## config.mk

```make
export PLATFORM = sky130hd
export DESIGN_NAME = tccs_front
export DESIGN_NICKNAME = d
export VERILOG_FILES = /design/src/rtl/core/text_console_cursor_scroll_macros.svh /design/src/rtl/core/tccs_pkg.sv /design/src/rtl/core/tccs_front.sv
export SDC_FILE = /design/constraint.sdc
export NUM_CORES = 1
export LEC_CHECK = 0
export BUFFER_PORTS_ARGS = -buffer_cell sky130_fd_sc_hd__buf_4
export CAP_MARGIN = 40
export CORE_ASPECT_RATIO = 1.4
export CORE_MARGIN = 4
export CORE_UTILIZATION = 38
export CTS_BUF_LIST = sky130_fd_sc_hd__clkbuf_8
export DETAILED_ROUTE_END_ITERATION = 7
export PLACE_DENSITY = 0.76
export SYNTH_ARGS = -nofsm -noshare
export SYNTH_HDL_FRONTEND = slang
export SYNTH_SLANG_ARGS = --single-unit
```

## constraint.sdc

```tcl
create_clock -name clk -period 1.92 [get_ports clk]
set_input_delay 0.384 -clock clk [delete_from_list [all_inputs] [get_ports clk]]
set_output_delay 0.384 -clock clk [all_outputs]
set_load 0.1 [all_outputs]
```

## src/rtl/core/text_console_cursor_scroll_macros.svh

```systemverilog
// Assertion macros for the console RTL.
// TCCS_ASSERT is inactive while rst is high; TCCS_ASSERT_ALWAYS also checks during reset.
// Both expect signals named clk and rst in the module that uses them.
`ifndef TEXT_CONSOLE_CURSOR_SCROLL_MACROS_SVH
`define TEXT_CONSOLE_CURSOR_SCROLL_MACROS_SVH

`ifndef SYNTHESIS
`define TCCS_ASSERT(label, prop) \
  label: assert property (@(posedge clk) disable iff (rst) prop) \
    else $error("%m: check failed");
`define TCCS_ASSERT_ALWAYS(label, prop) \
  label: assert property (@(posedge clk) prop) \
    else $error("%m: check failed");
`else
`define TCCS_ASSERT(label, prop)
`define TCCS_ASSERT_ALWAYS(label, prop)
`endif

`endif

```

## src/rtl/core/tccs_pkg.sv

```systemverilog
`timescale 1ns / 1ps
`default_nettype none

package tccs_pkg;

  // Default screen geometry.
  localparam int COLUMNS_DEFAULT = 80;
  localparam int ROWS_DEFAULT    = 25;

  // Fixed field widths.
  localparam int COL_W      = 7;
  localparam int ROW_OUT_W  = 5;
  localparam int CELL_IDX_W = 11;
  localparam int CELL_W     = 16;
  localparam int CFG_DATA_W = 32;
  localparam int CFG_ADDR_W = 3;
  localparam int CMDQ_DEPTH = 2;

  // Request kinds.
  localparam logic [1:0] KIND_PRINT = 2'd0;
  localparam logic [1:0] KIND_CLEAR = 2'd1;
  localparam logic [1:0] KIND_READ  = 2'd2;

  // Character codes with special meaning.
  localparam logic [7:0] CHAR_NEWLINE = 8'd10;
  localparam logic [7:0] CHAR_TAB     = 8'd9;
  localparam logic [7:0] CHAR_BLANK   = 8'd32;
  localparam logic [7:0] TAB_STEP     = 8'd8;

  // Configuration register word indexes and reset values.
  localparam logic REG_FG_COLOR = 1'b0;
  localparam logic REG_BG_COLOR = 1'b1;
  localparam logic [3:0] FG_RESET = 4'd7;
  localparam logic [3:0] BG_RESET = 4'd0;

  // Classified operation handed from the front to the back.
  typedef enum logic [2:0] {
    OP_PRINT,
    OP_NEWLINE,
    OP_TAB,
    OP_CLEAR,
    OP_READ,
    OP_NOP
  } op_t;

  typedef enum logic [1:0] {
    ST_IDLE,
    ST_SCROLL,
    ST_FILL,
    ST_READ
  } back_state_t;

  typedef struct packed {
    logic [1:0]            kind;
    logic [7:0]            char_code;
    logic [CELL_IDX_W-1:0] cell_index;
  } item_t;

  typedef struct packed {
    logic [COL_W-1:0]     cursor_col;
    logic [ROW_OUT_W-1:0] cursor_row;
    logic [CELL_W-1:0]    read_entry;
  } result_t;

  typedef struct packed {
    op_t                   op;
    logic [7:0]            char_code;
    logic [CELL_IDX_W-1:0] cell_index;
  } cmd_t;

endpackage

`default_nettype wire

```

## src/rtl/core/tccs_front.sv

```systemverilog
`timescale 1ns / 1ps
`default_nettype none

module tccs_front
  import tccs_pkg::*;
#(
  parameter int COLUMNS = COLUMNS_DEFAULT,
  parameter int ROWS    = ROWS_DEFAULT
) (
  input  wire logic  clk,
  input  wire logic  rst,
  input  wire logic  push,
  output logic       full,
  input  wire item_t item,
  output logic       cmd_valid,
  input  wire logic  cmd_ready,
  output cmd_t       cmd
);

  localparam int CELL_COUNT = COLUMNS * ROWS;

  logic in_range;
  cmd_t cmd_next;
  logic load;

  // Decode the request kind and the special characters into one operation.
  always_comb begin
    in_range           = ({21'd0, item.cell_index} < 32'(CELL_COUNT));
    cmd_next.char_code = item.char_code;
    cmd_next.cell_index = item.cell_index;
    case (item.kind)
      KIND_PRINT: begin
        if (item.char_code == CHAR_NEWLINE) begin
          cmd_next.op = OP_NEWLINE;
        end else if (item.char_code == CHAR_TAB) begin
          cmd_next.op = OP_TAB;
        end else begin
          cmd_next.op = OP_PRINT;
        end
      end
      KIND_CLEAR: cmd_next.op = OP_CLEAR;
      KIND_READ:  cmd_next.op = in_range ? OP_READ : OP_NOP;
      default:    cmd_next.op = OP_NOP;
    endcase
  end

  // The stage takes a new request whenever it is empty or drains this cycle.
  assign full = cmd_valid && !cmd_ready;
  assign load = push && !full;

  always_ff @(posedge clk) begin
    if (rst) begin
      cmd_valid <= 1'b0;
    end else if (load) begin
      cmd_valid <= 1'b1;
    end else if (cmd_ready) begin
      cmd_valid <= 1'b0;
    end
  end

  always_ff @(posedge clk) begin
    if (load) begin
      cmd <= cmd_next;
    end
  end

endmodule

`default_nettype wire

```

Word-level counts from Yosys, hierarchy flattened
Cells that the tools add are included.
- register bits after elaboration: 23
- output and inout port bits: 24
- word-level logic and storage cells: 21
- $lt $le $gt $ge: 1
- equal/unequal tests: 4
- muxes and demuxes: 6
- reductions and logical operators: 6
- operators with widths (cell ; count):
    == test 8 x 4 -> 1 bit (second input constant) ; 2
    < comparator 11 bit (second input constant) ; 1
    case mux 3 bit (3 select lines) ; 1
    2-to-1 mux 2 bit ; 2
    2-to-1 mux 1 bit ; 3
    == test 2 x 1 -> 1 bit (second input constant) ; 1
    == test 2 bit (second input constant) ; 1
    logical AND 1 bit ; 2
    zero test 1 bit ; 2
    zero test 2 bit ; 1
    nonzero test 2 bit ; 1

Logic depth before layout (Yosys ltp)
- word-level depth: 5
- mapped depth: 3

Worst setup path before layout
Ideal clock, no wire load.
- path type: reg2reg
- start: register cmd_valid
- end: register cmd[0] (netlist name), enable pin
- data arrival time: 3212 ps
- slack: -1755 ps
- cell stages (with the launch flop): 3
- buffers on the path: 0
- cell sequence: dfxtp_1 nor2b_1 nor2b_1
- cells in the longest elaborated chain, start to end: 3
- RTL lines (element ; line ; RTL):
    from (decl) ; tccs_front.sv:15 ; output logic cmd_valid,
    from (signal assigned) ; tccs_front.sv:53 ; cmd_valid <= 1'b0;
    from (signal assigned) ; tccs_front.sv:55 ; cmd_valid <= 1'b1;
    from (signal assigned) ; tccs_front.sv:57 ; cmd_valid <= 1'b0;
    logical AND 1 bit ; tccs_front.sv:48 ; assign full = cmd_valid && !cmd_ready;
    named net full ; tccs_front.sv:13 ; output logic full,
    zero test 1 bit ; tccs_front.sv:49 ; assign load = push && !full;
    logical AND 1 bit ; tccs_front.sv:49 ;
    named net load ; tccs_front.sv:24 ; logic load;
    to (signal assigned) ; tccs_front.sv:63 ; cmd <= cmd_next;
    to (decl) ; tccs_front.sv:17 ; output cmd_t cmd
The timed path passes the listed nets, and every way through them passes these cells.
A chain may end at the register's enable or synchronous reset.

Worst setup path after layout
- start: register cmd_valid
- end: output full
- cells in the longest elaborated chain, start to end: 1
- RTL lines (element ; line):
    logical AND 1 bit ; tccs_front.sv:48
    to (decl) ; tccs_front.sv:13
No other way between the ends.

==> metrics.md <==
| Metric | Value |
|---|---|
| Vias per cell | 4.766 |
| Achievable clock frequency | between 600 and 700 MHz |
| Clk_lat worst skew | around 260 ps |
| Initial Util | 0.3970 |
| WHS Endpoint | cmd_valid |
| Crit Path Max Fanout | 3 |
| Number of port buffers | 48 |
| PostCTS Resize Cnt | 0 |
| Worst endpoint required time | 1540 ps |
| Pwr dens | 972.5 nW/um^2 |
| RD Place Congestion | between 0.6 and 0.7 |
| Critical Path Max Stage Delay | between 300 and 400 ps |
| 1st-iter DRT viols | 18 |
| Ant diodes | 0 |
| CP Launch Type | flip-flop |
| Die ar. | between 2000 and 3000 um^2 |
| Clock buffer depth | 2 |
| CP Class | flip-flop to output pin |
| Syn Area/Cell | slightly above 20 um^2 |
| Post-Syn Instances | 38 |
| Clk sinks | 23 |
| Filler instances | roughly 150 |
| Crit path launch | cmd_valid |
| Max-cap viol count | 0 |
| Post-Syn Area | 783.3 um^2 |
| Hold wc startpoint | rst |
| Sum of buffers and inverters on the critical path | 1 |
| Top cells by area, synth | edfxtp_1, nor4b_4, dfxtp_1 |
| Num CTS Buffers | 3 |
| Type of the tightest min-delay check | primary input to flip-flop |
| R2R Path Start | cmd_valid |
| IO Pins | a little under 50 |
| Share of layout cells above drive strength 1 | 0.6222 |
| Type of destination of the critical path | output pin |
| CP arrival | approximately 1100 ps |
| Final Skew | ~5.9 ps |
| Post-route DRC | 0 |
| Post-synth net total | between 60 and 70 |
| Hold Path Stages | 2 |
| First-pass GRT wire length | ~2300 um |
| # setup viols final | 0 |
| Top cell type's share of synthesized area | 0.8435 |
| CTS tree | yes |
| YS warnings | 0 |
| Reg clk slew, reported paths | 70 ps |
| Status | finished, final reports clean |
| Register area share after synthesis | 0.8690 |
| Core ar. | between 1500 and 2000 um^2 |
| Global route overflow | 0 |
| Prevailing post-synth register cell | edfxtp_1 |
| Slew HR | 0.8168 |
| Hold Buf Count CTS | 0 |
| Worst Reg-to-Reg Cells | 3 |
| Maximum vdd ir drop | 517.5 uV |
| Via Count | between 500 and 600 |
| Initial antenna violation count | 0 |
| Hold_ws | ~280 ps |
| Slowest-stage cell, CP | dfxtp_4 |
| Number of setup buffers added after CTS | 0 |
| Seq cells post-synth | 23 |
| Fin Setup TNS | 0 ps |
| CTS H-tree lvls | 1 |
| Drt first pass iters | 4 |
| Vias in the first global route | 490 |
| Fin crit share | 0.7480 |
| Count leader, synth | edfxtp_1 |
| Final Max Tran Viols | 0 |
| Final net count | between 100 and 150 |
| DRT Wirelength | approximately 1800 um |
| Rows | 19 |
| Async S/R FF share, synth | 0 |
| RSZ-0062 raised after global routing | no |
| Final hold vios | 0 |
| DIE WIDTH | ~46 um |
| R2R Setup Slk | ~760 ps |
| CP Cell Sequence | nor2b_4 > buf_4 |
| Synth area leader | edfxtp_1 |
| Synthesis-to-layout area growth | 57.35% |
| CP delay by family, top | flip-flops |
| Pin count of the biggest net entering global routing | 23 |
| Fin crit period | around 1400 ps |
| Worst-Margin Slew | roughly 270 ps |
| Die height | 61.72 um |
| GRT Resource Usage Total | 0.1205 |
| Reg-to-reg endpoint | cmd[21] |
| Detail Route Antenna Nets | 0 |
| WL per Instance | between 15 and 20 um |
| Clock Root Buffer | clkbuf_8 |
| Synth cell count leaders | edfxtp_1, nor2_1, nor2b_1 |
| Post-synth cell types | 12 |
| Post-synth EDFFs | 22 |
| P_leak | 0.5250 nW |
## sequential cells by signal, indices dropped and copies added (netlist names)
signal,cells
cmd,22
cmd_valid,1
## cell families after synthesis
group,share of synthesized area
AOI/OAI and AO/OA,0.02237
buffers and inverters,0.009575
DFF,0.8690
and+or+nand+nor,0.09905
## worst max-delay path by stage
stage                         to  slack [ps]  cells past startpoint
after global routing        full         440                      2
after global placement      full         620                      3
after detailed placement    full         600                      3
after CTS                   full         470                      2
after floorplan           cmd[0]         130                      2
final                       full         480                      2
## layout by cell type (no fill, tap or decap)
cell type / Yosys / final
buf_4: 0 / 49
edfxtp_1: 22 / 22
nor2_1: 5 / 5
clkbuf_8: 0 / 3
inv_1: 1 / 2
nor2b_4: 0 / 1
nor2b_2: 0 / 1
nor4b_4: 1 / 1
nand4_1: 1 / 1
and4_1: 1 / 1
o2111ai_1: 1 / 1
nand3b_1: 1 / 1
a41oi_1: 1 / 1
dfxtp_4: 0 / 1
## through the flow
step	setup slack (ps)	util	instances	total power [mW]	instance area (um^2)
after floorplan	126.0	-	38	0.8373	797.0
after global placement	618.7	0.6018	107	0.9286	1187
after detailed placement	598.1	0.6018	107	0.9349	1187
after CTS	467.6	0.6246	111	1.208	1232
after global routing	439.0	0.6246	111	1.240	1232
final	483.9	0.6246	111	1.199	1232
## metal layers
metal	up-vias	global-route usage	routed length, um
met5	-	0	0
met4	0	0.07317	26
met3	2	0.02305	220
met2	41	0.1969	883
met1	235	0.1445	620
li1	251	-	-
## power by group
part | switching, mW | leakage [nW] | internal [mW]
clock network | 0.135 | 0.0269 | 0.142
logic | 0.254 | 0.276 | 0.0755
registers | 0.00834 | 0.222 | 0.584
total | 0.397 | 0.525 | 0.801
## final cells by class
| class | instances | area [um^2] | share of cell area |
|---|---|---|---|
| Clock inverter | 1 | 3.754 | 0.003046 |
| Sequential cell | 23 | 684.4 | 0.5553 |
| Clock buffer | 3 | 41.29 | 0.03350 |
| Inverter | 1 | 3.754 | 0.003046 |
| Tap cell | 21 | 26.28 | 0.02132 |
| Multi-Input combinational cell | 13 | 105.1 | 0.08528 |
| Timing Repair Buffer | 49 | 367.9 | 0.2985 |
No activity file was read; power rests on OpenSTA's default activity.
