$ cat config.mk
export PLATFORM = sky130hd
export DESIGN_NAME = tccs_cmd_queue
export DESIGN_NICKNAME = d
export VERILOG_FILES = /design/src/rtl/core/text_console_cursor_scroll_macros.svh /design/src/rtl/core/tccs_pkg.sv /design/src/rtl/core/tccs_cmd_queue.sv
export SDC_FILE = /design/constraint.sdc
export NUM_CORES = 1
export LEC_CHECK = 0
export BUFFER_PORTS_ARGS = -buffer_cell sky130_fd_sc_hd__buf_2
export CAP_MARGIN = 40
export CORE_MARGIN = 10
export CORE_UTILIZATION = 50
export DETAILED_ROUTE_END_ITERATION = 10
export PLACE_DENSITY = 0.87
export RECOVER_POWER = 100
export SETUP_SLACK_MARGIN = 0.05
export SYNTH_ARGS = -nofsm -noshare
export SYNTH_HDL_FRONTEND = slang
export SYNTH_SLANG_ARGS = --single-unit
export TNS_END_PERCENT = 1
$ cat constraint.sdc
create_clock -name clk -period 1.7 [get_ports clk]
set_input_delay 0.34 -clock clk [delete_from_list [all_inputs] [get_ports clk]]
set_output_delay 0.34 -clock clk [all_outputs]
set_load 0.02 [all_outputs]
$ cat src/rtl/core/text_console_cursor_scroll_macros.svh
// Assertion macros for the console RTL.
// TCCS_ASSERT is inactive while rst is high; TCCS_ASSERT_ALWAYS also checks during reset.
// Both expect signals named clk and rst in the module that uses them.
`ifndef TEXT_CONSOLE_CURSOR_SCROLL_MACROS_SVH
`define TEXT_CONSOLE_CURSOR_SCROLL_MACROS_SVH

`ifndef SYNTHESIS
`define TCCS_ASSERT(label, prop) \
  label: assert property (@(posedge clk) disable iff (rst) prop) \
    else $error("%m: check failed");
`define TCCS_ASSERT_ALWAYS(label, prop) \
  label: assert property (@(posedge clk) prop) \
    else $error("%m: check failed");
`else
`define TCCS_ASSERT(label, prop)
`define TCCS_ASSERT_ALWAYS(label, prop)
`endif

`endif

$ cat src/rtl/core/tccs_pkg.sv
`timescale 1ns / 1ps
`default_nettype none

package tccs_pkg;

  // Default screen geometry.
  localparam int COLUMNS_DEFAULT = 80;
  localparam int ROWS_DEFAULT    = 25;

  // Fixed field widths.
  localparam int COL_W      = 7;
  localparam int ROW_OUT_W  = 5;
  localparam int CELL_IDX_W = 11;
  localparam int CELL_W     = 16;
  localparam int CFG_DATA_W = 32;
  localparam int CFG_ADDR_W = 3;
  localparam int CMDQ_DEPTH = 2;

  // Request kinds.
  localparam logic [1:0] KIND_PRINT = 2'd0;
  localparam logic [1:0] KIND_CLEAR = 2'd1;
  localparam logic [1:0] KIND_READ  = 2'd2;

  // Character codes with special meaning.
  localparam logic [7:0] CHAR_NEWLINE = 8'd10;
  localparam logic [7:0] CHAR_TAB     = 8'd9;
  localparam logic [7:0] CHAR_BLANK   = 8'd32;
  localparam logic [7:0] TAB_STEP     = 8'd8;

  // Configuration register word indexes and reset values.
  localparam logic REG_FG_COLOR = 1'b0;
  localparam logic REG_BG_COLOR = 1'b1;
  localparam logic [3:0] FG_RESET = 4'd7;
  localparam logic [3:0] BG_RESET = 4'd0;

  // Classified operation handed from the front to the back.
  typedef enum logic [2:0] {
    OP_PRINT,
    OP_NEWLINE,
    OP_TAB,
    OP_CLEAR,
    OP_READ,
    OP_NOP
  } op_t;

  typedef enum logic [1:0] {
    ST_IDLE,
    ST_SCROLL,
    ST_FILL,
    ST_READ
  } back_state_t;

  typedef struct packed {
    logic [1:0]            kind;
    logic [7:0]            char_code;
    logic [CELL_IDX_W-1:0] cell_index;
  } item_t;

  typedef struct packed {
    logic [COL_W-1:0]     cursor_col;
    logic [ROW_OUT_W-1:0] cursor_row;
    logic [CELL_W-1:0]    read_entry;
  } result_t;

  typedef struct packed {
    op_t                   op;
    logic [7:0]            char_code;
    logic [CELL_IDX_W-1:0] cell_index;
  } cmd_t;

endpackage

`default_nettype wire

$ cat src/rtl/core/tccs_cmd_queue.sv
`timescale 1ns / 1ps
`default_nettype none

module tccs_cmd_queue
  import tccs_pkg::*;
(
  input  wire logic clk,
  input  wire logic rst,
  input  wire logic wr_valid,
  output logic      wr_ready,
  input  wire cmd_t wr_data,
  output logic      rd_valid,
  input  wire logic rd_pop,
  output cmd_t      rd_data
);

  localparam int PW = $clog2(CMDQ_DEPTH);

  cmd_t          slots [CMDQ_DEPTH];
  logic [PW-1:0] wr_ptr;
  logic [PW-1:0] rd_ptr;
  logic [PW:0]   count;
  logic          do_wr;
  logic          do_rd;

  assign wr_ready = (count != (PW + 1)'(CMDQ_DEPTH));
  assign rd_valid = (count != '0);
  assign rd_data  = slots[rd_ptr];
  assign do_wr    = wr_valid && wr_ready;
  assign do_rd    = rd_pop && rd_valid;

  // Pointers wrap naturally since the depth is a power of two.
  always_ff @(posedge clk) begin
    if (rst) begin
      wr_ptr <= '0;
      rd_ptr <= '0;
      count  <= '0;
    end else begin
      if (do_wr) begin
        wr_ptr <= wr_ptr + PW'(1);
      end
      if (do_rd) begin
        rd_ptr <= rd_ptr + PW'(1);
      end
      if (do_wr && !do_rd) begin
        count <= count + (PW + 1)'(1);
      end else if (do_rd && !do_wr) begin
        count <= count - (PW + 1)'(1);
      end
    end
  end

  always_ff @(posedge clk) begin
    if (do_wr) begin
      slots[wr_ptr] <= wr_data;
    end
  end

endmodule

`default_nettype wire

# Word-level counts from Yosys, hierarchy flattened
# Memories as Yosys holds them, arrays and structs flattened. A register that Yosys moved wholly into a read port is not among the register bits.
# Index checks and enable logic that the tools add are counted.
# word_totals
reg_bits	4
ram_bits	44
input_bits	26
out_inout_bits	24
word_cells	23
mem_count	1
# memory_table
memory	words	word_bits	read_ports	rd_ports_with_merged_regs	wr	line_no	source
slots	2	22	1	1	1	tccs_cmd_queue.sv:19	cmd_t slots [CMDQ_DEPTH];
# op_classes
add_sub_neg	4
eq_ne	1
mux	6
reduce_logical	8
# op_table
op	count
1-bit logical AND	4
1-bit two-way mux	4
2-bit two-way mux	2
2-bit nonzero test	2
1-bit adder (second input constant)	2
2-bit by 1-bit adder with 2-bit output (second input constant)	1
1-bit logical NOT	2
2-bit != test (second input constant)	1
2-bit by 1-bit subtractor with 2-bit output (second input constant)	1

# Depth between registers and ports, before layout
# depth
ltp_word	6
ltp_mapped	6
mapped_depth_nobuf	6

# Worst setup path after synthesis
# OpenSTA, ideal clock, no wires.
# synth_path
path_kind	reg-to-reg
from	register count[0]
to	memory slots[1][0] (netlist bit) (enable)
setup_ns	0.381
arrival_ns	1.336
required_time_ns	1.319
slack_ns	-0.016
stages_incl_launch_ff	3
n_path_buf	0
period_less_slack_ns	1.716
path_cell_list	dfxtp_1 -> nand2b_1 -> and3_1
# synth_between
elab_chain_cells	4
# synth_rtl
element	line_no	source
start: declaration	tccs_cmd_queue.sv:22	logic [PW:0] count;
start signal: assignment	tccs_cmd_queue.sv:46	count <= count + (PW + 1)'(1);
start signal: assignment	tccs_cmd_queue.sv:48	count <= count - (PW + 1)'(1);
2-bit != test	tccs_cmd_queue.sv:26	assign wr_ready = (count != (PW + 1)'(CMDQ_DEPTH));
net wr_ready	tccs_cmd_queue.sv:10	output logic wr_ready,
1-bit logical AND	tccs_cmd_queue.sv:29	assign do_wr = wr_valid && wr_ready;
1-bit two-way mux	tccs_cmd_queue.sv:54	if (do_wr) begin
1-bit two-way mux (implied by the code)	tccs_cmd_queue.sv:55	slots[wr_ptr] <= wr_data;
end: declaration	tccs_cmd_queue.sv:19	
# The timed path passes the listed nets, and every way through them passes these cells.

==> metrics.md <==
| Metric | Value |
|---|---|
| PortBufs | `49` |
| Setup bufs post-CTS | `0` |
| Violated checks | `negative setup slack` |
| # rows | `21` |
| Max-cap violations | `0` |
| Normalized max-slew margin | `62.03%` |
| Average cell area after synthesis | `19.58 um2` |
| Die H | `80.03 um` |
| Vias in the first global route | `1062` |
| Worst Path Buf+Inv | `2` |
| Worst min-delay path category | `in2reg` |
| Wire per inst | `16.71 um` |
| Final nets | `178` |
| Setup_tns | `-339.5 ps` |
| CTS buffer count | `5` |
| Worst-Margin Slew | `569.5 ps` |
| Global-route usage over all layers | `10.38%` |
| Static Leak | `0.8410 nW` |
| Worst skew pair latency | `350 ps` |
| Starting Density | `52.75%` |
| Startpoint Class | `flop` |
| Detailed Route Iter0 Violations | `62` |
| Final worst path period share | `101.9%` |
| Synth Net Count | `119` |
| CP max stage cell | `dfxtp_4` |
| CTS root buf | `clkbuf_4` |
| Share of cells above drive strength 1 | `48.03%` |
| Reg power frac | `47.1%` |
| DRC violations left | `0` |
| CTS tree | `yes` |
| CTS Hold Buffers Added | `0` |
| Final hold violations | `0` |
| Cell family with most CP delay | `flip-flops` |
| Post-layout util | `66.59%` |
| DPL Wire Length | `2311 um` |
| Synth Register Bits | `49` |
| Clock-pin slew on the worst setup and hold paths | `140 ps` |
| Slew Limit Fails | `0` |
| CP required | `1360 ps` |
| Via density | `4.955` |
| Crit Path Category | `reg2out` |
| Total die area | `6405 um2` |
| Die X | `80.03 um` |
| Pwr Density | `1490 nW/um2` |
| First-pass iteration count of the detailed router | `3` |
| Power share of the clock group | `19.1%` |
| Peak VDD IR | `987.7 uV` |
| Clock sinks | `49` |
| Critical path, cell by cell | `buf_12, mux2_2, buf_2` |
| R2R Path Start | `count[0]` |
| Net Sw Frac | `30.34%` |
| Via Count | `981` |
| Final worst setup slack | `-32.78 ps` |
| Mapped Cells | `92` |
| Area Growth Syn to Fin | `26.25%` |
| Global route overflow | `0` |
| Post-route minimum period | `1733 ps` |
| Final WL | `3308 um` |
| Synth unique cells | `17` |
| Global-route wire length before repair | `5078 um` |
| Final Setup Violations | `19` |
| Worst Path Max Fanout | `11` |
| Sequential-to-total area share from yosys stat | `78.89%` |
| Placement Setup Slack | `67.04 ps` |
| Slowest stage delay, CP | `410 ps` |
| Gpl congestion | `0.7030` |
| CTS max path bufs | `2` |
| Hold wc startpoint | `wr_data[15]` |
| RSZ-0062 raised after global routing | `yes` |
| Synthesized area | `1802 um2` |
| Critical Path AT | `1390 ps` |
| Pin count of the biggest net entering global routing | `23` |
| Number of routed nets with antenna violations | `0` |
| Max Clock Freq | `577.1 MHz` |
| Core area | `3416 um2` |
| Htree depth | `2` |
| Initial antenna violation count | `0` |
| Crit end category | `primary output` |
| Fin Clk Skew | `13.98 ps` |
| Ports | `50` |
| Int Pwr | `2.360 mW` |
| Syn. warnings | `0` |
| Combinational fraction of design power | `33.8%` |
| ANT cells | `0` |
| NetSw | `1.028 mW` |
| Outcome | `finished, violations left` |
[per-stage QoR]
stage                     std cells  power, mW  cell area, um2  hold slack, ps
after CTS                       198      3.405            2281           149.2
final                           198      3.388            2275           168.0
after floorplan                  92      2.288            1803           409.1
after global routing            198      3.552            2275           134.0
after detailed placement        189      2.658            2151           496.7
after global placement          189      2.624            2151           485.0
[area by class of cell]
type	count	area, um2
flip-flops and latches	49	1426
fillers	250	1141
multi-input cells	40	379.1
repair buffers	54	329.1
well taps	46	57.56
clock inverters	3	41.29
clock buffers	5	37.54
inverters	1	3.754
[cell usage after synthesis]
library cell / n / share of area, %
and3_1: 1 / 0.35
or3_1: 1 / 0.35
mux2_2: 22 / 14
a21oi_1: 2 / 0.56
buf_2: 2 / 0.56
nand2b_1: 1 / 0.35
dfxtp_1: 5 / 5.6
a21bo_2: 1 / 0.56
and2_1: 1 / 0.35
inv_1: 1 / 0.21
xor2_1: 3 / 1.5
nor2_1: 3 / 0.62
o21ai_0: 2 / 0.56
ha_1: 1 / 0.69
or2_2: 1 / 0.35
nand3b_1: 1 / 0.42
edfxtp_1: 44 / 73
[worst paths after layout]
path	slack [ps]	end	depth (start not counted)
max	-30	rd_data[12]	3
min	170	slots[1][15]	1
max reg2reg	50	slots[1][7]	3
min reg2reg	520	rd_ptr	2
[cell usage in the layout (no fill, tap or decap), types with 2 or more instances in the layout]
cell type / count
edfxtp_1: 44
dfxtp_1: 3
mux2_2: 19
o21ai_0: 2
xor2_1: 3
buf_6: 6
clkbuf_4: 5
clkbuf_1: 15
buf_2: 27
a21oi_1: 2
mux2_4: 3
nor2_1: 3
clkbuf_2: 3
[sequential cells by signal, indices dropped and copies added (netlist names), named ones only]
name,cells
slots,44
wr_ptr,1
count,2
rd_ptr,1
[cells by family (layout without fill, tap and decap cells)]
family          count (synthesis)  in the layout  synth area share (%)
simple gates                    9              9                 2.779
xor+xnor                        3              3                 1.459
buf+inv                         3             63                0.7637
fa+ha+maj                       1              1                0.6943
flops                          49             49                 78.89
compound gates                  5              5                 1.667
mux                            22             22                 13.75
[power by group through the flow]
stage / Sequential (mW) / Combinational, mW / Clock [mW]
6_report: 1.60 / 1.14 / 0.648
5_1_grt: 1.61 / 1.23 / 0.707
4_1_cts: 1.60 / 1.15 / 0.661
3_5_place_dp: 1.60 / 1.06 / 0
3_3_place_gp: 1.59 / 1.04 / 0
2_1_floorplan: 1.58 / 0.705 / 0
[layer usage]
| metal | global-route usage [%] | part of all wire [%] | routed length (um) |
|---|---|---|---|
| met2 | 18.22 | 52 | 1707 |
| met5 | 0 | 0 | 0 |
| met1 | 10.39 | 39 | 1283 |
| met3 | 5.743 | 8.7 | 287 |
| met4 | 2.641 | 0.94 | 31 |
[repair_timing]
action / CTS / global route
gates resized for setup: 10 / 12
cloned: 1 / 0
hold endpoints to repair: 0 / 0
endpoints found under the setup margin: 23 / 23
pin swaps: 0 / 0
(Power assumes the default switching activity.)
